`config.mk`:
```
export PLATFORM = sky130hd
export DESIGN_NAME = pgcd_mul
export DESIGN_NICKNAME = d
export VERILOG_FILES = /design/src/design/path_great_circle_distance_unit_macros.svh /design/src/design/pgcd_mul.sv
export SDC_FILE = /design/constraint.sdc
export NUM_CORES = 2
export LEC_CHECK = 0
export BUFFER_PORTS_ARGS = -buffer_cell sky130_fd_sc_hd__buf_2
export CAP_MARGIN = 20
export CORE_ASPECT_RATIO = 1.4
export CORE_MARGIN = 2
export CORE_UTILIZATION = 60
export DETAILED_ROUTE_END_ITERATION = 6
export PLACE_DENSITY = 0.81
export SETUP_SLACK_MARGIN = 0.2
export SLEW_MARGIN = 20
export SYNTH_ARGS = -nofsm -noshare
export SYNTH_HDL_FRONTEND = slang
export SYNTH_SLANG_ARGS = --single-unit
export TNS_END_PERCENT = 30
```
`constraint.sdc`:
```
create_clock -name clk -period 7.7 [get_ports clk]
set_clock_uncertainty 0.05 [all_clocks]
set_input_delay 0.77 -clock clk [delete_from_list [all_inputs] [get_ports clk]]
set_output_delay 0.77 -clock clk [all_outputs]
set_load 0.05 [all_outputs]
```
`src/design/path_great_circle_distance_unit_macros.svh`:
```
// ----------------------------------------------------------------------------
// Assertion macros for the path great-circle distance unit
// Wrappers for concurrent checks, clocked on clk and disabled in rst.
// ----------------------------------------------------------------------------
`ifndef PATH_GREAT_CIRCLE_DISTANCE_UNIT_MACROS_SVH
`define PATH_GREAT_CIRCLE_DISTANCE_UNIT_MACROS_SVH
`ifndef NO_ASSERTIONS
// same-cycle implication
`define PGCD_ASSERT_HOLDS(lbl, ante, cons, msg) \
  lbl: assert property (@(posedge clk) disable iff (rst) (ante) |-> (cons)) else $error(msg);
// next-cycle implication
`define PGCD_ASSERT_NEXT(lbl, ante, cons, msg) \
  lbl: assert property (@(posedge clk) disable iff (rst) (ante) |=> (cons)) else $error(msg);
`else
`define PGCD_ASSERT_HOLDS(lbl, ante, cons, msg)
`define PGCD_ASSERT_NEXT(lbl, ante, cons, msg)
`endif
`endif

```
`src/design/pgcd_mul.sv`:
```
// ----------------------------------------------------------------------------
// pgcd_mul
// Shared registered 32x32 unsigned multiplier.
// ----------------------------------------------------------------------------
module pgcd_mul (
  input  logic        clk,
  input  logic [31:0] a,
  input  logic [31:0] b,
  output logic [63:0] p
);
  always_ff @(posedge clk) begin
    p <= 64'(a) * 64'(b);
  end
endmodule

```
* Word level (Yosys, flattened, before mapping)
Index checks and enable logic that the tools add are counted.
** Operators by class
- Add/sub/neg operators :: 0
- $mul :: 1
- Divide/modulo/power cells :: 0
- Magnitude comparators :: 0
- Equality and inequality tests :: 0
- Shift-type cells :: 0
- Multiplexer cells :: 0
- Bitwise logic cells :: 0
- Reductions and logical operators :: 0
** Operators by type and width (count)
- 32-bit by 32-bit multiplier with 64-bit output :: 1
** Word-level totals
- Flip-flop bits (word level) :: 64
- Bits in latches :: 0
- Memory bits (writable) :: 0
- Bits in read-only memories :: 0
- Input bits :: 65
- Output and inout bits :: 64
- Word-level logic and storage cells :: 2
- Memories :: 0

* Logic depth before layout (Yosys ltp)
- Depth in word-level cells :: 1
- Gate-level depth with buffers :: 29
- Gate-level depth less buffers :: 27

* Worst setup path after synthesis
OpenSTA, ideal clock, no wires.
- Path kind :: input-to-reg
- Start point :: in a[25]
- End point :: reg p[62]
- Library setup time :: 72 ps
- Data arrival time :: 7451 ps
- Required time :: 7578 ps
- Setup slack :: 127 ps
- Cell stages on the path :: 25
- Path buffers :: 2
- Cell sequence :: clkbuf_1 -> nand2_1 -> fa_1 -> inv_1 -> fa_1 -> inv_1 -> fa_1 -> inv_1 -> fa_1 -> fa_1 -> fa_1 -> fa_1 -> inv_1 -> fa_1 -> inv_1 -> ha_1 -> buf_2 -> nand4_1 -> or4_1 -> or3_1 -> a31oi_1 -> a31o_2 -> a211oi_1 -> o21ai_1 -> xor2_1
** Between the ends
- Longest elaborated chain between the ends :: 1
** Ends and longest elaborated chain
- start, declared :: RTL line pgcd_mul.sv:7 : input logic [31:0] a,
- 32-bit by 32-bit multiplier with 64-bit output :: RTL line pgcd_mul.sv:12 : p <= 64'(a) * 64'(b);
- end signal, assigned :: RTL line pgcd_mul.sv:12
- end, declared :: RTL line pgcd_mul.sv:9 : output logic [63:0] p
No other way between the ends.

* Worst setup path after layout
- Start point :: in a[12]
- End point :: reg p[62]
Same word-level chain as after synthesis.

==> impl_metrics.py <==
metrics = {
    "clock_network": {
        "cts_tree": "yes",
        "clkSinkCount": 64,
        "cts_hold_buf": 0,
        "clkSlewWorstSetupHoldPaths_ps": 70,
        "ctsHtreeMaxLevel": 3,
        "cts_made_buffers": 9,
        "cts_root_buf": "clkbuf_16",
        "clockBufferDepth": 2,
    },
    "synth": {
        "syn-instance-count": 3748,
        "synth_cell_types": 57,
        "synth-main-ff-cell": "dfxtp_1",
        "netlist_area_um2": 34680,
        "yosysWarnings": 0,
        "async_flop_share_pct": 0,
        "synth-edff-count": 0,
        "seq_area_frac_synth_pct": 3.695,
        "syn_area_per_cell_um2": 9.252,
        "ys_ff_latch": 64,
        "syn_nets": 4972,
    },
    "drt": {
        "avgRoutedWirePerCell_um": 20.92,
        "ant_nets": 0,
        "wirelength_um": 99690,
        "drc": 0,
        "via_per_inst": 5.631,
        "drtIter0Drc": 1723,
        "first_pass_iters": 6,
        "vias": 26832,
    },
    "layout": {
        "largest_register": "p",
        "final_layout_size_suffix_gt1_share_pct": 15.10,
        "final_common_cell": "fa_1",
        "mostFrequentLayoutCells": "862 x fa_1, 858 x inv_1, 585 x and2_1",
        "largest_reg_flops": 64,
        "reg_top3": "p (64)",
        "area_delta_synth_final_pct": 14.14,
        "nets": 5239,
        "instances_no_fill": 4765,
    },
    "sta": {
        "worst_pin_slew_ps": 609.5,
        "fin_crit_ps": 7526,
        "fin_crit_sh_pct": 97.74,
        "hold_violations": 0,
        "max_freq_mhz": 132.9,
        "rsz0062_at_grt": "yes",
        "timing.slew.headroom_pct": 59.37,
        "drv_slew": 0,
        "setup_viol": 0,
    },
    "worst_setup_path": {
        "cp-end-kind": "flop",
        "cp.required_ps": 7970,
        "start_kind": "input port",
        "crit_path_max_incr_delay_ps": 590,
        "worstPathArrival_ps": 7800,
        "crit_start": "a[12]",
        "critPathKind": "in2reg",
        "cpMostUsedCell": "fa_1",
        "crit_fanout": 15,
        "slowest_stage": "fa_1",
    },
    "global_route": {
        "antenna_found_initial": 2,
        "grt_overflow": 0,
        "grt_pass1_vias": 30324,
        "grtUsageMet3_pct": 5.013,
        "grt_use_total_pct": 34.55,
        "gr-usage-met2_pct": 62.28,
        "grt_use_met1_pct": 33.04,
        "grt-busiest-layer": "met2",
        "grt_first_pass_wirelength_um": 157000,
        "grt_max_degree": 29,
    },
    "floorplanning": {
        "start_util_pct": 60.43,
        "core_um2": 57390,
        "io_pins": 129,
        "dieWidth_um": 207.2,
        "die_h_um": 288.4,
        "rows": 104,
        "die_area_um2": 59760,
    },
    "status": {
        "outcome": "complete, no violations",
    },
    "min_path": {
        "min_path_type": "in2reg",
        "hold_path_depth": 3,
        "min_delay_worst_endpoint": "p[0]",
        "hp-start": "a[0]",
    },
    "place": {
        "io_buffers": 128,
        "gp_congestion": 0.9917,
        "dp_hpwl_um": 85170,
        "dp.cells": 4727,
    },
    "run": {
        "cap_viol_max_count": 0,
    },
}
final cells by class:
| cell class | instances | area [um2] |
|---|---|---|
| clock inverter | 5 | 80.08 |
| multi-input combinational | 2599 | 29760 |
| inverter | 865 | 3247 |
| tap | 742 | 928.4 |
| timing repair buffer | 476 | 4035 |
| fill | 4111 | 17810 |
| sequential | 64 | 1281 |
| clock buffer | 11 | 242.7 |
| antenna | 3 | 7.507 |
worst max-delay path: cells and delay by family:
| family | cells | cell delay [ps] |
|---|---|---|
| adder cells (fa/ha/maj) | 9 | 4360 |
| AND/OR/NAND/NOR | 4 | 1160 |
| buffers and inverters | 8 | 730 |
| AO/OA/AOI/OAI | 4 | 590 |
| XOR/XNOR | 1 | 150 |
cell usage after synthesis (2+ instances only):
library cell	n	area [um2]
a211oi_1	3	22.52
a21boi_1	3	22.52
a21o_1	40	300.3
a21oi_1	63	315.3
a21oi_2	3	26.28
a221o_1	4	40.04
a221oi_4	3	78.83
a311oi_1	2	17.52
a31oi_1	12	75.07
and2_1	602	3766
and3_1	14	87.58
and3b_1	2	17.52
and4_1	3	26.28
buf_2	6	30.03
clkbuf_1	213	799.5
dfxtp_1	64	1281
fa_1	896	17940
ha_1	263	3291
inv_1	865	3247
nand2_1	480	1802
nand2b_1	2	12.51
nand3_1	10	50.05
nand4_1	23	143.9
nor2_1	20	75.07
nor2b_1	2	12.51
nor3_1	7	35.03
o211ai_1	2	15.01
o21a_1	9	67.56
o21ai_0	21	105.1
o21ai_1	5	25.02
o21bai_1	10	75.07
o221a_2	2	22.52
o221ai_1	3	26.28
o31ai_1	2	15.01
o31ai_4	3	63.81
or2_2	3	18.77
or3_1	3	18.77
or4_1	3	22.52
xnor2_1	35	306.5
xor2_1	25	219.0
per-stage QoR:
step / hold slack (ps) / utilization, % / instance area [um2] / setup WS (ps) / TNS (ps)
3_5_place_dp: 1189 / 66.54 / 38180 / -428.4 / -5279
6_report: 850.9 / 68.97 / 39580 / 174.1 / 0
5_1_grt: 857.5 / 68.97 / 39580 / -28.52 / -28.52
3_3_place_gp: 1189 / 66.54 / 38180 / -406.5 / -3655
4_1_cts: 847.3 / 67.25 / 38590 / 182.6 / 0
2_1_floorplan: 847.3 / - / 34680 / 195.2 / 0
repair_timing:
item	CTS	global route
setup buffers	1	17
setup endpoints to repair	14	24
cloned	0	1
resized for setup	24	238
pin swaps	8	94
how the worst max path moves through the flow:
| stage | end | cells after the start |
|---|---|---|
| 6_report | p[62] | 26 |
| 5_1_grt | p[62] | 26 |
| 4_1_cts | p[49] | 25 |
| 3_5_place_dp | p[62] | 25 |
| 3_3_place_gp | p[62] | 25 |
| 2_1_floorplan | p[62] | 25 |
routing by layer:
| layer | vias to the layer above | part of all wire, % |
|---|---|---|
| met1 | 13682 | 30 |
| met3 | 570 | 5.1 |
| met5 | - | 0.065 |
| met2 | 1209 | 53 |
| met4 | 2 | 12 |
| li1 | 11369 | - |
logic make-up (layout without fill, tap and decap cells):
logic type               count (synthesis)  in the layout  synth area share, %
other                                    0              3                    0
XOR/XNOR                                60             60                1.515
adder cells (fa/ha/maj)               1159           1159                61.22
AO/OA/AOI/OAI                          202            202                4.153
AND/OR/NAND/NOR                       1177           1177                17.62
buffers and inverters                 1085           1357                11.77
flip-flops                              64             64                3.695
multiplexers                             1              1              0.02887
Power is left out: the tool's default activity adds up to more than one toggle a clock period on the data nets, which glitch-free logic cannot reach.
