<file path="config.mk">
export PLATFORM = sky130hd
export DESIGN_NAME = pgcd_sqrt
export DESIGN_NICKNAME = d
export VERILOG_FILES = /design/src/design/path_great_circle_distance_unit_macros.svh /design/src/design/pgcd_pkg.sv /design/src/design/pgcd_sqrt.sv
export SDC_FILE = /design/constraint.sdc
export NUM_CORES = 1
export LEC_CHECK = 0
export ABC_AREA = 0
export BUFFER_PORTS_ARGS = -buffer_cell sky130_fd_sc_hd__buf_4
export CORE_ASPECT_RATIO = 1.2
export CORE_MARGIN = 4
export CORE_UTILIZATION = 60
export DETAILED_ROUTE_END_ITERATION = 6
export GPL_TIMING_DRIVEN = 0
export PLACE_DENSITY = 0.88
export SYNTH_ARGS = -nofsm -noshare
export SYNTH_HDL_FRONTEND = slang
export SYNTH_SLANG_ARGS = --single-unit
</file>
<file path="constraint.sdc">
create_clock -name clk -period 14.55 [get_ports clk]
set_input_delay 1.455 -clock clk [delete_from_list [all_inputs] [get_ports clk]]
set_output_delay 1.455 -clock clk [all_outputs]
set_load 0.005 [all_outputs]
</file>
<file path="src/design/path_great_circle_distance_unit_macros.svh">
// ----------------------------------------------------------------------------
// Assertion macros for the path great-circle distance unit
// Wrappers for concurrent checks, clocked on clk and disabled in rst.
// ----------------------------------------------------------------------------
`ifndef PATH_GREAT_CIRCLE_DISTANCE_UNIT_MACROS_SVH
`define PATH_GREAT_CIRCLE_DISTANCE_UNIT_MACROS_SVH
`ifndef NO_ASSERTIONS
// same-cycle implication
`define PGCD_ASSERT_HOLDS(lbl, ante, cons, msg) \
  lbl: assert property (@(posedge clk) disable iff (rst) (ante) |-> (cons)) else $error(msg);
// next-cycle implication
`define PGCD_ASSERT_NEXT(lbl, ante, cons, msg) \
  lbl: assert property (@(posedge clk) disable iff (rst) (ante) |=> (cons)) else $error(msg);
`else
`define PGCD_ASSERT_HOLDS(lbl, ante, cons, msg)
`define PGCD_ASSERT_NEXT(lbl, ante, cons, msg)
`endif
`endif

</file>
<file path="src/design/pgcd_pkg.sv">
// ----------------------------------------------------------------------------
// pgcd_pkg
// Types, constants and the CORDIC angle table of the distance unit.
// ----------------------------------------------------------------------------
package pgcd_pkg;

  localparam int LAT_W   = 28;
  localparam int LON_W   = 29;
  localparam int SEG_W   = 31;
  localparam int TOTAL_W = 48;
  localparam int RAD_W   = 23;
  localparam int LIMIT_W = 32;
  localparam int CFG_W   = 32;
  localparam int CD_W    = 34;  // CORDIC datapath width
  localparam int SQ_W    = 61;  // square root operand width

  localparam logic REG_EARTH_RADIUS = 1'b0;
  localparam logic REG_LIMIT        = 1'b1;

  localparam logic [RAD_W-1:0]   RADIUS_RESET = 23'd6371000;
  localparam logic [LIMIT_W-1:0] LIMIT_RESET  = 32'd10000;

  localparam logic signed [31:0] ANG_FULL    = 32'sd720000000;
  localparam logic signed [31:0] ANG_HALF    = 32'sd360000000;
  localparam logic signed [31:0] ANG_QUARTER = 32'sd180000000;
  localparam logic [31:0] HALF_UDEG_TO_RAD   = 32'd78602642;
  localparam logic signed [CD_W-1:0] CORDIC_GAIN_INV = 34'sd652032874;
  localparam logic [30:0] Q30_ONE = 31'h4000_0000;
  localparam logic [SEG_W-1:0]   SEG_MAX   = {SEG_W{1'b1}};
  localparam logic [TOTAL_W-1:0] TOTAL_MAX = {TOTAL_W{1'b1}};

  typedef struct packed {
    logic start;
    logic vectoring;
  } cordic_ctrl_t;

  typedef struct packed {
    logic busy;
    logic done;
  } unit_stat_t;

  function automatic logic [30:0] atan_step(input int i);
    logic [30:0] r;
    case (i)
      0:  r = 31'd843314857;
      1:  r = 31'd497837829;
      2:  r = 31'd263043837;
      3:  r = 31'd133525159;
      4:  r = 31'd67021687;
      5:  r = 31'd33543516;
      6:  r = 31'd16775851;
      7:  r = 31'd8388437;
      8:  r = 31'd4194283;
      9:  r = 31'd2097149;
      10: r = 31'd1048576;
      default: r = (i <= 30) ? (31'd1 << (30 - i)) : 31'd0;
    endcase
    return r;
  endfunction

endpackage

</file>
<file path="src/design/pgcd_sqrt.sv">
// ----------------------------------------------------------------------------
// pgcd_sqrt
// Two-lane digit-by-digit integer square root, one result bit per cycle.
// ----------------------------------------------------------------------------
module pgcd_sqrt (
  input  logic                        clk,
  input  logic                        rst,
  input  logic                        start,
  input  logic [pgcd_pkg::SQ_W-1:0]   op0,
  input  logic [pgcd_pkg::SQ_W-1:0]   op1,
  output logic [30:0]                 root0,
  output logic [30:0]                 root1,
  output pgcd_pkg::unit_stat_t        stat
);
  localparam int W = pgcd_pkg::SQ_W;

  logic [W-1:0] rem [2];
  logic [W:0]   root [2];
  logic [W-1:0] bitv;
  logic         busy;
  logic         done;

  always_ff @(posedge clk) begin
    if (rst) begin
      busy <= 1'b0;
      done <= 1'b0;
    end else begin
      done <= 1'b0;
      if (start) begin
        busy <= 1'b1;
      end else if (busy && bitv[0]) begin
        busy <= 1'b0;
        done <= 1'b1;
      end
    end
  end

  always_ff @(posedge clk) begin
    if (start) begin
      rem[0]  <= op0;
      rem[1]  <= op1;
      root[0] <= '0;
      root[1] <= '0;
      bitv    <= {1'b1, {(W-1){1'b0}}};
    end else if (busy) begin
      for (int l = 0; l < 2; l++) begin
        if ({1'b0, rem[l]} >= root[l] + {1'b0, bitv}) begin
          rem[l]  <= W'({1'b0, rem[l]} - root[l] - {1'b0, bitv});
          root[l] <= (root[l] >> 1) + {1'b0, bitv};
        end else begin
          root[l] <= root[l] >> 1;
        end
      end
      bitv <= bitv >> 2;
    end
  end

  assign root0 = root[0][30:0];
  assign root1 = root[1][30:0];
  assign stat  = '{busy: busy, done: done};
endmodule

</file>
# After elaboration in Yosys (flattened, before gate mapping)
# Memory sizes are Yosys's and may differ from the RTL's.
# Index checks and enable logic that the tools add are counted.
dict set report op_classes {
  shifts 0
  n_mux 27
  n_addsub 8
  n_eq_ne 0
  reduce_logical 3
  n_bitwise 6
  n_mul 0
  n_lt_le_gt_ge 2
  div 0
}
# op n
set ops {}
lappend ops {{$mux 62} 4}
lappend ops {{$sub 61x61->61} 4}
lappend ops {{$add 61x61->62} 2}
lappend ops {{$add 62x61->62} 2}
lappend ops {{$ge 61x62->1} 2}
lappend ops {{$mux 61} 2}
lappend ops {{$mux 1} 21}
lappend ops {{$or 1x1->1} 6}
lappend ops {{$reduce_bool 2->1} 1}
lappend ops {{$reduce_or 2->1} 1}
lappend ops {{$logic_and 1x1->1} 1}
dict set report word_totals {
  latchBits 0
  n_memories 2
  in_bits 125
  out_inout_bits 64
  ram_bits 246
  register_bits 33
  word_cells 51
  romBits 0
}
# memory depth width read_ports rd_clocked_by_memory_dff write_ports line_no
set mem_list {}
lappend mem_list {root 2 62 2 0 2 pgcd_sqrt.sv:18} ;# logic [W:0] root [2];
lappend mem_list {rem 2 61 2 0 2 pgcd_sqrt.sv:17} ;# logic [W-1:0] rem [2];

# Longest topological paths before layout
# An unclocked memory read counts as a cell.
dict set report depth {
  word_depth 9
  ltp_mapped 30
}

# Worst setup path before layout
# Ideal clock, no wire load.
dict set report synth_timing {
  kind {flip-flop to flip-flop}
  from {memory root[1][20] in the netlist's numbering}
  to {memory rem[0][100] in the netlist's numbering (enable)}
  path_slack_ps 7645
  required_time_ps 14133
  t_arrival_ps 6488
  synth_period_minus_slack_ps 6905
  path_stages_with_launch 28
  path_cell_list {edfxtp_1 > clkbuf_1 > inv_1 > ha_1 > nand4_1 > or4_1 > nand2b_4 > a211oi_2 > o21bai_2 > nand2_1 > a21oi_1 > o21ba_2 > o21a_1 > o31ai_1 > xnor2_1 > ha_1 > nand4_1 > nor3_1 > a221oi_1 > o32ai_1 > or4_1 > o211ai_1 > o311ai_0 > o21a_1 > buf_6 > buf_2 > clkbuf_1 > a21o_1}
}
# element line_no
set synth_lines {}
lappend synth_lines {{from (decl)} pgcd_sqrt.sv:18}
lappend synth_lines {{to (decl)} pgcd_sqrt.sv:17}

==> impl_metrics.py <==
metrics = {
    "routing": {
        "detail_route.drc_violations": 0,
        "postRouteAntennaNets": 0,
        "firstDrtPassIters": 6,
        "drt-initial-drc-count": 3143,
        "routed_wire_length_per_instance_um": 20.2,
        "dr_total_vias": 30400,
        "finalWirelength_mm": 98.5,
        "routed_via_density": 6.23,
    },
    "synth": {
        "synthCells": 3924,
        "syn-mean-instance-area_sq_um": 8.42,
        "yosysSeqAreaShare": 0.243,
        "netlist.top_cell.by_area": "sky130_fd_sc_hd__edfxtp_1",
        "number_of_synthesized_flops_with_an_enable_pin": 245,
        "cell_area_after_technology_mapping_sq_um": 33000,
        "synth-seq-cells": 279,
        "yosys_warnings": 0,
        "postSynthNetCount": 4601,
        "synth_top_flop_cell": "sky130_fd_sc_hd__edfxtp_1",
        "ys_types": 78,
        "post-synth-top-area-fraction": 0.223,
        "synth-async-reset-ratio": 0,
        "synth.area.top_cells": "sky130_fd_sc_hd__edfxtp_1, sky130_fd_sc_hd__ha_1, sky130_fd_sc_hd__nand2_1, sky130_fd_sc_hd__o21ai_0, sky130_fd_sc_hd__xnor2_1",
    },
    "worst_setup_path": {
        "crit_fanout": 61,
        "worstPathRequired_ps": 14750,
        "timing_worst_setup_path_type": "register to register",
        "crit_arrival_ps": 9090,
        "worst_path_max_delay_cell": "sky130_fd_sc_hd__nor3_1",
        "worst_setup_path_start_kind": "register",
        "worst_path_largest_cell_delay_ps": 790,
        "worstSetupEndpointType": "register",
    },
    "clock_tree": {
        "clock_tree.htree_level_count": 2,
        "cts_hold_buffers": 0,
        "clkLatencyLatePin_ps": 590,
        "cts_root_buf": "sky130_fd_sc_hd__clkbuf_16",
        "clock_sinks": 279,
        "cts_made_buffers": 34,
        "cts_setup_buffers": 0,
        "post_cts.resized_instances": 0,
        "clkTransAtPathRegs_ps": 70,
        "tritoncts": "done",
        "ctsLongestPathBuffers": 3,
    },
    "final_layout": {
        "cell_count_final_fillers_out": 4884,
        "layout-drive-gt1-share": 0.0937,
        "postLayoutCoreUtil": 0.676,
        "area_growth_syn_to_layout_pct": 10.7,
        "final_nets": 4825,
        "antenna-diode-count": 0,
        "final.fill_count": 4414,
    },
    "grt": {
        "antenna_violations_before_repair": 0,
        "global_route.usage.met2": 0.531,
        "grt_usage": 0.320,
        "grt_pass1_wl_mm": 153,
        "grt_busiest_layer": "met2",
        "gr-usage-met1": 0.417,
        "global_route.overflow_total": 0,
        "first_global_vias": 29400,
        "pin_count_of_the_biggest_net_entering_global_routing": 80,
        "use_met3": 0.0365,
    },
    "timing": {
        "fmax_ghz": 0.113,
        "finalHoldViolations": 0,
        "slew_headroom": 0.254,
        "timing_worst_slew_pin_value_ps": 1090,
        "tns_ps": 0,
        "finalMaxSlewViolations": 0,
        "setup_violations": 0,
        "finClkSkew_ps": 39.4,
        "fin_crit_sh": 0.611,
        "hold_ws_ps": 601,
        "unrepaired_setup_endpoints_after_global_routing": "false",
        "timing.final.crit_period_ps": 8890,
    },
    "placement": {
        "number_of_instances_in_the_placed_design": 4824,
        "final_wtd_congestion": 1.03,
        "port-buffer-count": 187,
        "dp_hpwl_mm": 78.5,
    },
    "pwr": {
        "vdd.ir_drop.worst_v": 0.0000920,
        "pwr_density_cell_nw_per_um2": 106,
        "p_leak_nw": 15.4,
    },
    "run_status": {
        "outcome": "completed",
    },
    "run": {
        "cap_violations": 0,
    },
    "min_path": {
        "hold_class": "register to register",
    },
    "floorplan": {
        "boundaryPins": 189,
        "dieWidth_um": 222,
        "initial_utilization": 0.611,
        "core-area_sq_um": 54100,
        "rows": 93,
        "dieArea_sq_um": 58900,
        "die-height_um": 265,
    },
}
-- per-layer routing --
metal,routed length (um),share of wire
met5,0,0
met4,5840,0.059
met3,7080,0.072
met2,45200,0.46
met1,40300,0.41
-- worst max-delay path: cells and delay by family (launching register included) --
kind,cells,cell delay [ps]
AO/OA/AOI/OAI,10,3140
XOR/XNOR,1,160
adder cells (fa/ha/maj),2,730
flip-flops,1,500
buffers and inverters,4,1180
AND/OR/NAND/NOR,8,2680
-- flip-flops by register name (all words and copies together), names as in the netlist --
| name | count |
|---|---|
| root | 124 |
| busy | 1 |
| bitv | 31 |
| done | 1 |
| rem | 122 |
-- cell families (layout without fill, tap and decap cells) --
| logic type | Yosys count | after routing | synth area share |
|---|---|---|---|
| AO/OA/AOI/OAI | 1112 | 1112 | 0.214 |
| XOR/XNOR | 326 | 326 | 0.0864 |
| adder cells (fa/ha/maj) | 552 | 552 | 0.224 |
| buffers and inverters | 503 | 751 | 0.0663 |
| flip-flops | 279 | 279 | 0.243 |
| multiplexers | 40 | 40 | 0.0123 |
| AND/OR/NAND/NOR | 1112 | 1112 | 0.155 |
-- final cells by class --
cell class	instances	area, sq um	area share
buffer	181	982	0.0268
clock buffer	38	897	0.0245
clock inverter	22	310	0.00848
inverter	322	1210	0.0332
multi-input combinational	3142	22800	0.624
sequential	279	8040	0.220
tap	712	891	0.0243
timing repair buffer	188	1430	0.0391
-- cell usage after synthesis (9+ instances only) --
library cell	n
sky130_fd_sc_hd__a211o_1	12
sky130_fd_sc_hd__a211oi_1	74
sky130_fd_sc_hd__a21o_1	117
sky130_fd_sc_hd__a21oi_1	240
sky130_fd_sc_hd__a221oi_1	9
sky130_fd_sc_hd__a31o_2	28
sky130_fd_sc_hd__a31oi_1	113
sky130_fd_sc_hd__and2_1	34
sky130_fd_sc_hd__and3_1	23
sky130_fd_sc_hd__and4_1	12
sky130_fd_sc_hd__buf_2	17
sky130_fd_sc_hd__buf_4	69
sky130_fd_sc_hd__clkbuf_1	90
sky130_fd_sc_hd__dfxtp_1	34
sky130_fd_sc_hd__edfxtp_1	245
sky130_fd_sc_hd__fa_1	64
sky130_fd_sc_hd__ha_1	488
sky130_fd_sc_hd__inv_1	322
sky130_fd_sc_hd__mux2i_1	34
sky130_fd_sc_hd__nand2_1	410
sky130_fd_sc_hd__nand2b_1	16
sky130_fd_sc_hd__nand3_1	70
sky130_fd_sc_hd__nand4_1	76
sky130_fd_sc_hd__nor2_1	307
sky130_fd_sc_hd__nor2b_1	41
sky130_fd_sc_hd__nor3_1	45
sky130_fd_sc_hd__nor4_1	13
sky130_fd_sc_hd__o211ai_1	23
sky130_fd_sc_hd__o21a_1	30
sky130_fd_sc_hd__o21ai_0	305
sky130_fd_sc_hd__o21bai_1	59
sky130_fd_sc_hd__o31ai_1	20
sky130_fd_sc_hd__or3_1	30
sky130_fd_sc_hd__xnor2_1	167
sky130_fd_sc_hd__xor2_1	159
-- layout by cell type (no fill, tap or decap), drive strengths merged, types with 8 or more instances in the layout --
cell	count
or3	30
ha	488
and3	23
nor2b	41
nor3	45
nor2	307
nand4	76
xnor2	167
nor4	13
mux2i	34
nand2	410
xor2	159
inv	326
o21a	30
a21o	117
clkinv	11
fa	64
a221oi	9
o21bai	60
a31oi	113
dfxtp	34
buf	279
a2111oi	10
a31o	28
a211oi	75
or2	8
and2	34
o211ai	23
and4	12
a311oi	8
edfxtp	245
a211o	12
o31ai	20
nand2b	17
a21oi	240
o21ai	306
clkbuf	128
nand3	70
-- stage by stage --
stage | area [sq um] | total power, mW | setup WS, ps
floorplan | 33000 | 2.41 | 7640
global placement | 35300 | 2.86 | 4710
detailed placement | 35400 | 2.91 | 6000
CTS | 36600 | 3.86 | 5950
global route | 36600 | 4.13 | 5540
finish | 36600 | 3.89 | 5660
-- worst paths after layout --
check         startpoint           to  slack (ps)  cells after the start
max             bitv[18]  rem[0][121]        5660                     25
max reg2reg     bitv[18]  rem[0][121]        5660                     25
min          root[1][61]  root[1][61]         600                      1
min reg2reg  root[1][61]  root[1][61]         600                      1
-- power breakdown --
group | switching, mW | internal (mW) | total [mW]
Sequential | 0.111 | 0.981 | 1.09
Combinational | 1.10 | 0.747 | 1.85
Clock | 0.393 | 0.558 | 0.951
Power figures use the tool's default switching activity.
