--- config.mk ---
export PLATFORM = sky130hd
export DESIGN_NAME = pgcd_cordic
export DESIGN_NICKNAME = d
export VERILOG_FILES = /design/src/design/path_great_circle_distance_unit_macros.svh /design/src/design/pgcd_pkg.sv /design/src/design/pgcd_cordic.sv
export SDC_FILE = /design/constraint.sdc
export NUM_CORES = 1
export LEC_CHECK = 0
export BUFFER_PORTS_ARGS = -buffer_cell sky130_fd_sc_hd__buf_2
export CAP_MARGIN = 20
export CORE_MARGIN = 2
export CORE_UTILIZATION = 25
export CTS_BUF_LIST = sky130_fd_sc_hd__clkbuf_16
export CTS_CLUSTER_DIAMETER = 40
export DETAILED_ROUTE_END_ITERATION = 6
export HOLD_SLACK_MARGIN = 0.02
export PLACE_DENSITY = 0.42
export SYNTH_ARGS = -nofsm -noshare
export SYNTH_HDL_FRONTEND = slang
export SYNTH_SLANG_ARGS = --single-unit
--- constraint.sdc ---
create_clock -name clk -period 8.3 [get_ports clk]
set_input_delay 1.66 -clock clk [delete_from_list [all_inputs] [get_ports clk]]
set_output_delay 1.66 -clock clk [all_outputs]
set_load 0.03 [all_outputs]
--- src/design/path_great_circle_distance_unit_macros.svh ---
// ----------------------------------------------------------------------------
// Assertion macros for the path great-circle distance unit
// Wrappers for concurrent checks, clocked on clk and disabled in rst.
// ----------------------------------------------------------------------------
`ifndef PATH_GREAT_CIRCLE_DISTANCE_UNIT_MACROS_SVH
`define PATH_GREAT_CIRCLE_DISTANCE_UNIT_MACROS_SVH
`ifndef NO_ASSERTIONS
// same-cycle implication
`define PGCD_ASSERT_HOLDS(lbl, ante, cons, msg) \
  lbl: assert property (@(posedge clk) disable iff (rst) (ante) |-> (cons)) else $error(msg);
// next-cycle implication
`define PGCD_ASSERT_NEXT(lbl, ante, cons, msg) \
  lbl: assert property (@(posedge clk) disable iff (rst) (ante) |=> (cons)) else $error(msg);
`else
`define PGCD_ASSERT_HOLDS(lbl, ante, cons, msg)
`define PGCD_ASSERT_NEXT(lbl, ante, cons, msg)
`endif
`endif

--- src/design/pgcd_pkg.sv ---
// ----------------------------------------------------------------------------
// pgcd_pkg
// Types, constants and the CORDIC angle table of the distance unit.
// ----------------------------------------------------------------------------
package pgcd_pkg;

  localparam int LAT_W   = 28;
  localparam int LON_W   = 29;
  localparam int SEG_W   = 31;
  localparam int TOTAL_W = 48;
  localparam int RAD_W   = 23;
  localparam int LIMIT_W = 32;
  localparam int CFG_W   = 32;
  localparam int CD_W    = 34;  // CORDIC datapath width
  localparam int SQ_W    = 61;  // square root operand width

  localparam logic REG_EARTH_RADIUS = 1'b0;
  localparam logic REG_LIMIT        = 1'b1;

  localparam logic [RAD_W-1:0]   RADIUS_RESET = 23'd6371000;
  localparam logic [LIMIT_W-1:0] LIMIT_RESET  = 32'd10000;

  localparam logic signed [31:0] ANG_FULL    = 32'sd720000000;
  localparam logic signed [31:0] ANG_HALF    = 32'sd360000000;
  localparam logic signed [31:0] ANG_QUARTER = 32'sd180000000;
  localparam logic [31:0] HALF_UDEG_TO_RAD   = 32'd78602642;
  localparam logic signed [CD_W-1:0] CORDIC_GAIN_INV = 34'sd652032874;
  localparam logic [30:0] Q30_ONE = 31'h4000_0000;
  localparam logic [SEG_W-1:0]   SEG_MAX   = {SEG_W{1'b1}};
  localparam logic [TOTAL_W-1:0] TOTAL_MAX = {TOTAL_W{1'b1}};

  typedef struct packed {
    logic start;
    logic vectoring;
  } cordic_ctrl_t;

  typedef struct packed {
    logic busy;
    logic done;
  } unit_stat_t;

  function automatic logic [30:0] atan_step(input int i);
    logic [30:0] r;
    case (i)
      0:  r = 31'd843314857;
      1:  r = 31'd497837829;
      2:  r = 31'd263043837;
      3:  r = 31'd133525159;
      4:  r = 31'd67021687;
      5:  r = 31'd33543516;
      6:  r = 31'd16775851;
      7:  r = 31'd8388437;
      8:  r = 31'd4194283;
      9:  r = 31'd2097149;
      10: r = 31'd1048576;
      default: r = (i <= 30) ? (31'd1 << (30 - i)) : 31'd0;
    endcase
    return r;
  endfunction

endpackage

--- src/design/pgcd_cordic.sv ---
// ----------------------------------------------------------------------------
// pgcd_cordic
// Shared circular CORDIC, rotation or vectoring, one step per cycle.
// ----------------------------------------------------------------------------
module pgcd_cordic #(
  parameter int ITERATIONS = 24
) (
  input  logic                              clk,
  input  logic                              rst,
  input  pgcd_pkg::cordic_ctrl_t            ctrl,
  input  logic signed [pgcd_pkg::CD_W-1:0]  x0,
  input  logic signed [pgcd_pkg::CD_W-1:0]  y0,
  input  logic signed [pgcd_pkg::CD_W-1:0]  z0,
  output logic signed [pgcd_pkg::CD_W-1:0]  x,
  output logic signed [pgcd_pkg::CD_W-1:0]  y,
  output logic signed [pgcd_pkg::CD_W-1:0]  z,
  output pgcd_pkg::unit_stat_t              stat
);
  localparam int W  = pgcd_pkg::CD_W;
  localparam int CW = $clog2(ITERATIONS);
  localparam logic [CW-1:0] LAST = CW'(ITERATIONS - 1);

  logic [CW-1:0]       iter;
  logic                busy;
  logic                done;
  logic                vec;
  logic                up;
  logic signed [W-1:0] xs;
  logic signed [W-1:0] ys;
  logic signed [W-1:0] at;

  always_comb begin
    xs = x >>> iter;
    ys = y >>> iter;
    at = W'(signed'({1'b0, pgcd_pkg::atan_step(int'(iter))}));
    up = vec ? y[W-1] : !z[W-1];
  end

  always_ff @(posedge clk) begin
    if (rst) begin
      busy <= 1'b0;
      done <= 1'b0;
    end else begin
      done <= 1'b0;
      if (ctrl.start) begin
        busy <= 1'b1;
      end else if (busy && iter == LAST) begin
        busy <= 1'b0;
        done <= 1'b1;
      end
    end
  end

  always_ff @(posedge clk) begin
    if (ctrl.start) begin
      x    <= x0;
      y    <= y0;
      z    <= z0;
      vec  <= ctrl.vectoring;
      iter <= '0;
    end else if (busy) begin
      if (up) begin
        x <= x - ys;
        y <= y + xs;
        z <= z - at;
      end else begin
        x <= x + ys;
        y <= y - xs;
        z <= z + at;
      end
      iter <= iter + 1'b1;
    end
  end

  assign stat = '{busy: busy, done: done};
endmodule

[After elaboration in Yosys (flattened, before gate mapping)]
Index checks and enable logic that the tools add are counted.
Word-level totals
  output and inout bits: 104
  register bits: 110
  bits in writable memories: 0
  memory bits (read-only): 0
  logic and storage cells: 51
  bits in latches: 0
  memories kept: 0
Cells by class
  multiply operators: 0
  $lt $le $gt $ge: 1
  add/sub/neg operators: 8
  reductions and logical operators: 6
  divide/modulo/power cells: 0
  multiplexer cells: 15
  shift operators: 3
  equality and inequality tests: 11
  bitwise operators: 0
Operators by type and width (number)
  case mux 31 bit (11 select lines): 1
  2-to-1 mux 34 bit: 9
  adder 34 bit: 2
  >>> shifter 34 x 5 -> 34 bit: 2
  subtractor 34 bit: 2
  adder 34 x 32 -> 34 bit: 1
  subtractor 34 x 32 -> 34 bit: 1
  << shifter 1 x 32 -> 31 bit (first input constant): 1
  2-to-1 mux 31 bit: 1
  equality test 5 x 3 -> 1 bit (second input constant): 4
  equality test 5 x 4 -> 1 bit (second input constant): 3
  equality test 5 x 2 -> 1 bit (second input constant): 2
  subtractor 5 x 5 -> 6 bit (first input constant): 1
  adder 5 x 1 -> 5 bit (second input constant): 1
  equality test 5 x 1 -> 1 bit (second input constant): 1
  equality test 5 bit (second input constant): 1
  <= comparator 5 bit (second input constant): 1
  logical NOT 5 bit: 1
  2-to-1 mux 1 bit: 4
  nonzero test 2 bit: 2
  OR reduction 2 bit: 1
  logical AND 1 bit: 1
  logical NOT 1 bit: 1

[Logic depth before layout (Yosys ltp)]
Gate-level depths: netlist (run 1).
  depth after elaboration: 8
  gate-level depth with buffers: 29
  gate-level depth less buffers: 24

[Least setup slack after synthesis (run 1)]
OpenSTA, ideal clock, no wires.
  path kind: reg2reg
  start: register iter[0]
  end: register z[33] in the netlist's numbering (data pin)
  required time: 8.036 ns
  arrival: 5.987 ns
  buffers on the path: 4
  cell stages (with the launch flop): 26
  slack: 2.049 ns
  library setup time: 0.264 ns
  cell sequence: dfxtp_1 buf_2 inv_2 buf_2 clkbuf_1 ha_1 or2_0 buf_1 a221o_1 a2111oi_1 nand4_1 a2111oi_4 a41oi_1 xor2_1 ha_1 nand3_1 nor3_1 and2_1 a2111oi_0 o41ai_1 a41oi_1 o31ai_1 nand4_1 nand2_1 xnor2_1 o21ai_1
Between the ends
  cells in the longest elaborated chain, start to end: 8
RTL lines
  start, declared: line pgcd_cordic.sv:23  | logic [CW-1:0] iter;
  start signal, assigned: line pgcd_cordic.sv:71  | iter <= iter + 1'b1;
  subtractor 5 x 5 -> 6 bit: line pgcd_pkg.sv:56  | default: r = (i <= 30) ? (31'd1 << (30 - i)) : 31'd0;
  << shifter 1 x 32 -> 31 bit: line pgcd_pkg.sv:56
  2-to-1 mux 31 bit: line pgcd_pkg.sv:56
  case mux 31 bit (11 select lines) *: line pgcd_pkg.sv:44  | case (i)
  adder 34 x 32 -> 34 bit or subtractor 34 x 32 -> 34 bit (tied branches): line pgcd_cordic.sv:69, pgcd_cordic.sv:65
  2-to-1 mux 34 bit *: line pgcd_cordic.sv:62  | if (up) begin
  2-to-1 mux 34 bit *: line pgcd_cordic.sv:61  | end else if (busy) begin
  2-to-1 mux 34 bit *: line pgcd_cordic.sv:55  | if (ctrl.start) begin
  end signal, assigned: line pgcd_cordic.sv:58  | z <= z0;
  end signal, assigned: line pgcd_cordic.sv:65  | z <= z - at;
  end signal, assigned: line pgcd_cordic.sv:69  | z <= z + at;
  end, declared: line pgcd_cordic.sv:16  | output logic signed [pgcd_pkg::CD_W-1:0] z,
Mark *: on every way between the ends. The rest lies on a longest branch, timed or not. The select of a mux whose other input is x is not followed.
A chain may end at the register's enable or synchronous reset.

[Worst setup path after layout (run 1)]
  start: register iter[1]
  end: register z[33] in the netlist's numbering (data pin)
Same word-level chain as after synthesis.

==> results of run 1 <==
-- per-stage QoR --
step / cell area [um2] / hold slack, ns / utilization (%) / setup slack, ns / cells
global route: 19100 / 0.773 / 28.5 / 0.184 / 3015
finish: 19100 / 0.723 / 28.5 / 0.786 / 3015
floorplan: 16900 / 0.665 / - / 2.05 / 1999
CTS: 19100 / 0.753 / 28.5 / 0.744 / 3015
detailed placement: 18800 / 0.741 / 28.0 / 0.781 / 2999
global placement: 18800 / 0.734 / 28.0 / 0.816 / 2999
-- cell families after synthesis --
group           share of synthesized area (%)
fa+ha+maj                                8.29
compound gates                           25.6
simple gates                             17.0
buf+inv                                  4.66
xor+xnor                                 9.50
mux                                      15.8
flops                                    19.2
-- synthesized netlist by cell type, types with 18 or more instances --
library cell	count
a211oi_1	24
a21o_1	40
a21oi_1	157
a31oi_1	36
and3_1	18
buf_2	30
clkbuf_1	57
edfxtp_1	103
ha_1	107
inv_1	40
mux2_2	36
mux2i_1	60
mux4_2	73
nand2_1	229
nand2b_1	29
nand3_1	34
nor2_1	127
nor3_1	35
o211ai_1	23
o21a_1	23
o21ai_0	180
o31ai_1	29
xnor2_1	97
xor2_1	86
-- state kept, by name, summed over array words and instances (netlist names) --
name  cells
y        34
x        34
busy      1
z        34
done      1
iter      5
vec       1
-- how the worst min path moves through the flow --
stage | end | slack (ns) | depth (start not counted)
global route | done | 0.77 | 1
CTS | done | 0.75 | 1
detailed placement | done | 0.74 | 1
global placement | done | 0.73 | 1
floorplan | done | 0.66 | 2
finish | done | 0.72 | 1
-- routing by layer --
metal / up-vias / track usage (%) / wire length [um]
met3: 119 / 2.84 / 3410
li1: 7906 / - / -
met1: 8136 / 25.4 / 30600
met4: 0 / 10.4 / 3920
met2: 561 / 35.8 / 35700
met5: - / 0 / 0
-- cell type report --
class	instances	area, um2
clock inverter	7	96.3
sequential	110	3250
clock buffer	9	225
inverter	45	169
timing repair buffer	245	1350
fill	7232	48000
tap	873	1090
multi-input combinational	1726	12900
-- worst reg2reg max path, delay by kind of cell (launching register included) --
kind	cells	cell delay (ns)
adders and majority gates	3	1.14
xor gates and xnor gates	2	0.21
AOI/OAI and AO/OA	9	2.83
and+or+nand+nor	9	2.05
DFF	1	0.75
buffers and inverters	1	0.27
-- cell usage in the layout, fill, tap and decap left out, types with 7 or more instances in the layout --
| cell type | synthesis | routed |
|---|---|---|
| or2_2 | 11 | 10 |
| mux4_2 | 73 | 73 |
| o21ai_0 | 180 | 180 |
| edfxtp_1 | 103 | 103 |
| o21bai_1 | 14 | 14 |
| or3_1 | 8 | 8 |
| o21a_1 | 23 | 23 |
| a21oi_1 | 157 | 157 |
| nor2_1 | 127 | 127 |
| o22ai_1 | 12 | 12 |
| inv_1 | 40 | 40 |
| a221oi_1 | 14 | 14 |
| o221ai_1 | 7 | 7 |
| and3_1 | 18 | 18 |
| a211oi_1 | 24 | 24 |
| buf_2 | 30 | 208 |
| o211ai_1 | 23 | 23 |
| a21boi_0 | 12 | 12 |
| clkbuf_16 | 0 | 9 |
| a211o_1 | 10 | 10 |
| mux2i_1 | 60 | 58 |
| xor2_1 | 86 | 86 |
| a31oi_1 | 36 | 36 |
| nor2b_1 | 17 | 17 |
| xnor2_1 | 97 | 97 |
| o31ai_1 | 29 | 29 |
| buf_4 | 13 | 34 |
| a21o_1 | 40 | 40 |
| nor3_1 | 35 | 34 |
| nand2b_1 | 29 | 29 |
| ha_1 | 107 | 107 |
| nand4_1 | 16 | 16 |
| and2_1 | 17 | 17 |
| nand3_1 | 34 | 34 |
| nand2_1 | 229 | 229 |
| mux2_2 | 36 | 36 |
| nor4_1 | 9 | 9 |
| a22oi_1 | 10 | 10 |
==> impl_metrics.ini, run 1 <==
[critical_path]
crit_family = compound AO/OA/AOI/OAI gates
critical_path_class = flip-flop to flip-flop
critPathMaxFanout = 44
crit-reg2reg-launch = iter[1]
endpoint_kind = flip-flop
crit_top_cell = ha_1
endpoint = z[33]
start_kind = flip-flop
worst-path-buf-inv = 1
cp.depth = 24
critPathSlowestCell = dfxtp_4
reg2reg_slack_ns = 0.79
worst_r2r_path_depth = 24
crit_required_ns = 8.45
critPathLaunch = iter[1]
critPathArrivalTime_ns = 7.66
worstPathCellList = inv_2, ha_1, or2_0, a21boi_0, o211ai_1, a21oi_1, ha_1, nand4_1, nor3_1, o211ai_1, nand2_1, xnor2_1, ha_1, nand3_1, nor3_1, and2_1, a2111oi_0, o41ai_1, a41oi_1, o31ai_1, nand4_1, nand2_1, xnor2_1, o21ai_1
slowest_delay_ns = 0.75
timing.rr.end = z[33]

[sta]
fin_worst_skew_ns = 0.0179
worstMarginPinSlew_ns = 0.975
fin_setup_tns_ns = 0
setup_viol_count_final = 0
rsz0062_at_grt = no
drv_slew = 0
hold_violations = 0
period_needed_ns = 7.51
fmax_ghz = 0.133
slew_headroom_pct = 33.3
min_period_over_period_pct = 90.5

[grt]
antenna_found_initial = 0
grt_pass1_wl_um = 110000
grt_max_degree = 78
globalRouteOverflowTotal = 0
first_global_vias = 16600
track_usage_pct = 20.8

[synthesis]
syn_inst = 1999
synth-async-reset-ratio_pct = 0
netlist_area_um2 = 16900
ys_types = 99
synth_top_area_cell = edfxtp_1
avgSynthCellArea_um2 = 8.44
synth.ff_latch_count = 110
synth_nets = 2215
synth_top_area_share_pct = 18.3
synth_edf_count = 103
ys.flop_type = edfxtp_1
synth_area_leaders = edfxtp_1, mux4_2, ha_1
synth_warnings = 0
ys_seq_area_share_pct = 19.2

[placed_design]
portBuffers = 209
gp_congestion = 0.977
place_hpwl_um = 58800

[clocking]
cts.clk_slew.worst_paths_ns = 0.10
cts_htree_levels = 3
cts_hold_buffers = 0
clkSinkCount = 110
clk_latency_ns = 0.42
ctsResizeCount = 0
root_buffer = clkbuf_16
clock_path_buffers = 2
numCtsBuffers = 9
post_cts_buffers = 0
cts_tree = done

[floorplan]
rows = 95
coreArea_um2 = 67000
ios = 210
initial_utilization_pct = 25.2
fp.dieH_um = 264
die_area_um2 = 69600
dieWidth_um = 264

[finish]
drive_above_1_share_pct = 19.3
syn_to_final_growth_pct = 13.0
final_nets = 2353
antenna_cells = 0

[worst_hold_path]
worstHoldPathType = flip-flop to flip-flop
min_from = busy

[detailed_routing]
ant_nets = 0
route.vias.total = 16700
finalWirelength_um = 73600
wl_per_cell_um = 24.4
drt-vias-per-instance = 5.55
drtIter0Drc = 1344
dr.pass1.iters = 5
drc_errors = 0

[run_status]
outcome = finished, final reports clean

[job]
drv_cap = 0
Power of run 1 is left out: the tool's default activity adds up to more than one toggle a clock period on the data nets, which glitch-free logic cannot reach.
==> inputs of run 2 (changes only) <==
--- a/config.mk
+++ b/config.mk
@@ -9,7 +9,7 @@
 export CAP_MARGIN = 20
 export CORE_MARGIN = 2
 export CORE_UTILIZATION = 25
-export CTS_BUF_LIST = sky130_fd_sc_hd__clkbuf_16
+export CTS_BUF_LIST = sky130_fd_sc_hd__clkbuf_8
 export CTS_CLUSTER_DIAMETER = 40
 export DETAILED_ROUTE_END_ITERATION = 6
 export HOLD_SLACK_MARGIN = 0.02
==> impl_metrics.ini, run 2 (synthesized netlist as in run 1, its figures left out) <==
[critical_path]
start_kind = flip-flop
critPathLaunch = iter[1]
critical_path_class = flip-flop to flip-flop
endpoint_kind = flip-flop
critPathMaxFanout = 44
critPathArrivalTime_ns = 7.76
crit_required_ns = 8.54
crit-reg2reg-launch = iter[1]

[floorplan]
rows = 95
coreArea_um2 = 67000
die_area_um2 = 69600
dieWidth_um = 264
ios = 210
fp.dieH_um = 264
initial_utilization_pct = 25.2

[clocking]
clock_path_buffers = 2
cts.clk_slew.worst_paths_ns = 0.14
clk_latency_ns = 0.50
cts_tree = done
cts_htree_levels = 3
root_buffer = clkbuf_8
ctsResizeCount = 0
clkSinkCount = 110
cts_hold_buffers = 0
post_cts_buffers = 0
numCtsBuffers = 9

[grt]
first_global_vias = 16600
grt_max_degree = 78
antenna_found_initial = 1
track_usage_pct = 20.9
grt_pass1_wl_um = 110000
globalRouteOverflowTotal = 0

[sta]
worstMarginPinSlew_ns = 0.986
drv_slew = 0
setup_viol_count_final = 0
fin_worst_skew_ns = 0.0246
fin_setup_tns_ns = 0
slew_headroom_pct = 34.3
period_needed_ns = 7.52
min_period_over_period_pct = 90.6
hold_violations = 0
fmax_ghz = 0.133
rsz0062_at_grt = no

[finish]
final_common_cell = nand2_1
syn_to_final_growth_pct = 12.5
final_cell_mix = nand2_1, buf_2, o21ai_0, a21oi_1, nor2_1
reg_top3 = x: 34 flops, y: 34 flops, z: 34 flops
drive_above_1_share_pct = 19.3
finalInstanceArea_um2 = 19000
final_nets = 2353
fin_util_pct = 28.3

[detailed_routing]
route.vias.total = 16700
drt-vias-per-instance = 5.55
finalWirelength_um = 73600
drtIter0Drc = 1300
drc_errors = 0
dr.pass1.iters = 5
wl_per_cell_um = 24.4
ant_nets = 0

[placed_design]
place_area_um2 = 18800
place_hpwl_um = 58800
portBuffers = 209
gp_congestion = 0.977

[run_status]
outcome = finished, final reports clean

[worst_hold_path]
min_from = busy
worstHoldPathType = flip-flop to flip-flop

[job]
drv_cap = 0
-- run 2: cell types whose count changed in the layout (fill, tap and decap cells not counted), sizes merged --
cell / before / now
diode: 0 / 2
-- run 2: layout make-up --
cell class | count | area, um2
antenna | 2 | 5.00
clock buffer | 9 | 124
clock inverter | 7 | 96.3
fill | 7235 | 48100
inverter | 45 | 169
multi-input combinational | 1726 | 12900
sequential | 110 | 3250
tap | 873 | 1090
timing repair buffer | 245 | 1350
-- run 2: routing by layer --
layer	up-vias	part of all wire (%)	global-route usage [%]
met2	598	48	35.6
met4	0	5.6	10.8
met1	8130	41	25.3
li1	7902	-	-
met3	111	5.0	3.41
met5	-	0	0
-- run 2: per-stage QoR --
| stage | setup slack [ns] | std cells | hold slack (ns) |
|---|---|---|---|
| CTS | 0.741 | 3015 | 0.758 |
| detailed placement | 0.781 | 2999 | 0.741 |
| finish | 0.782 | 3017 | 0.729 |
| floorplan | 2.05 | 1999 | 0.665 |
| global placement | 0.816 | 2999 | 0.734 |
| global route | 0.175 | 3017 | 0.778 |
-- run 2: final timing paths --
check                              to  slack [ns]  cells after the start
worst max-delay path            z[33]        0.78                     24
worst min-delay path             done        0.73                      1
worst max register to register  z[33]        0.78                     24
worst min register to register   done        0.73                      1
-- run 2: critical path: stages, from the launching register on --
cell       delay, ns
dfxtp_4         0.77
inv_2           0.27
ha_1            0.44
or2_0           0.41
a21boi_0        0.51
o211ai_1        0.23
a21oi_1         0.43
ha_1            0.28
nand4_1         0.16
nor3_1          0.44
o211ai_1        0.17
nand2_1         0.12
xnor2_1         0.09
ha_1            0.40
nand3_1         0.17
nor3_1          0.32
and2_1          0.20
a2111oi_0       0.10
o41ai_1         0.71
a41oi_1         0.24
o31ai_1         0.37
nand4_1         0.14
nand2_1         0.09
xnor2_1         0.11
o21ai_1         0.07
Power of run 2 is left out for the same reason.
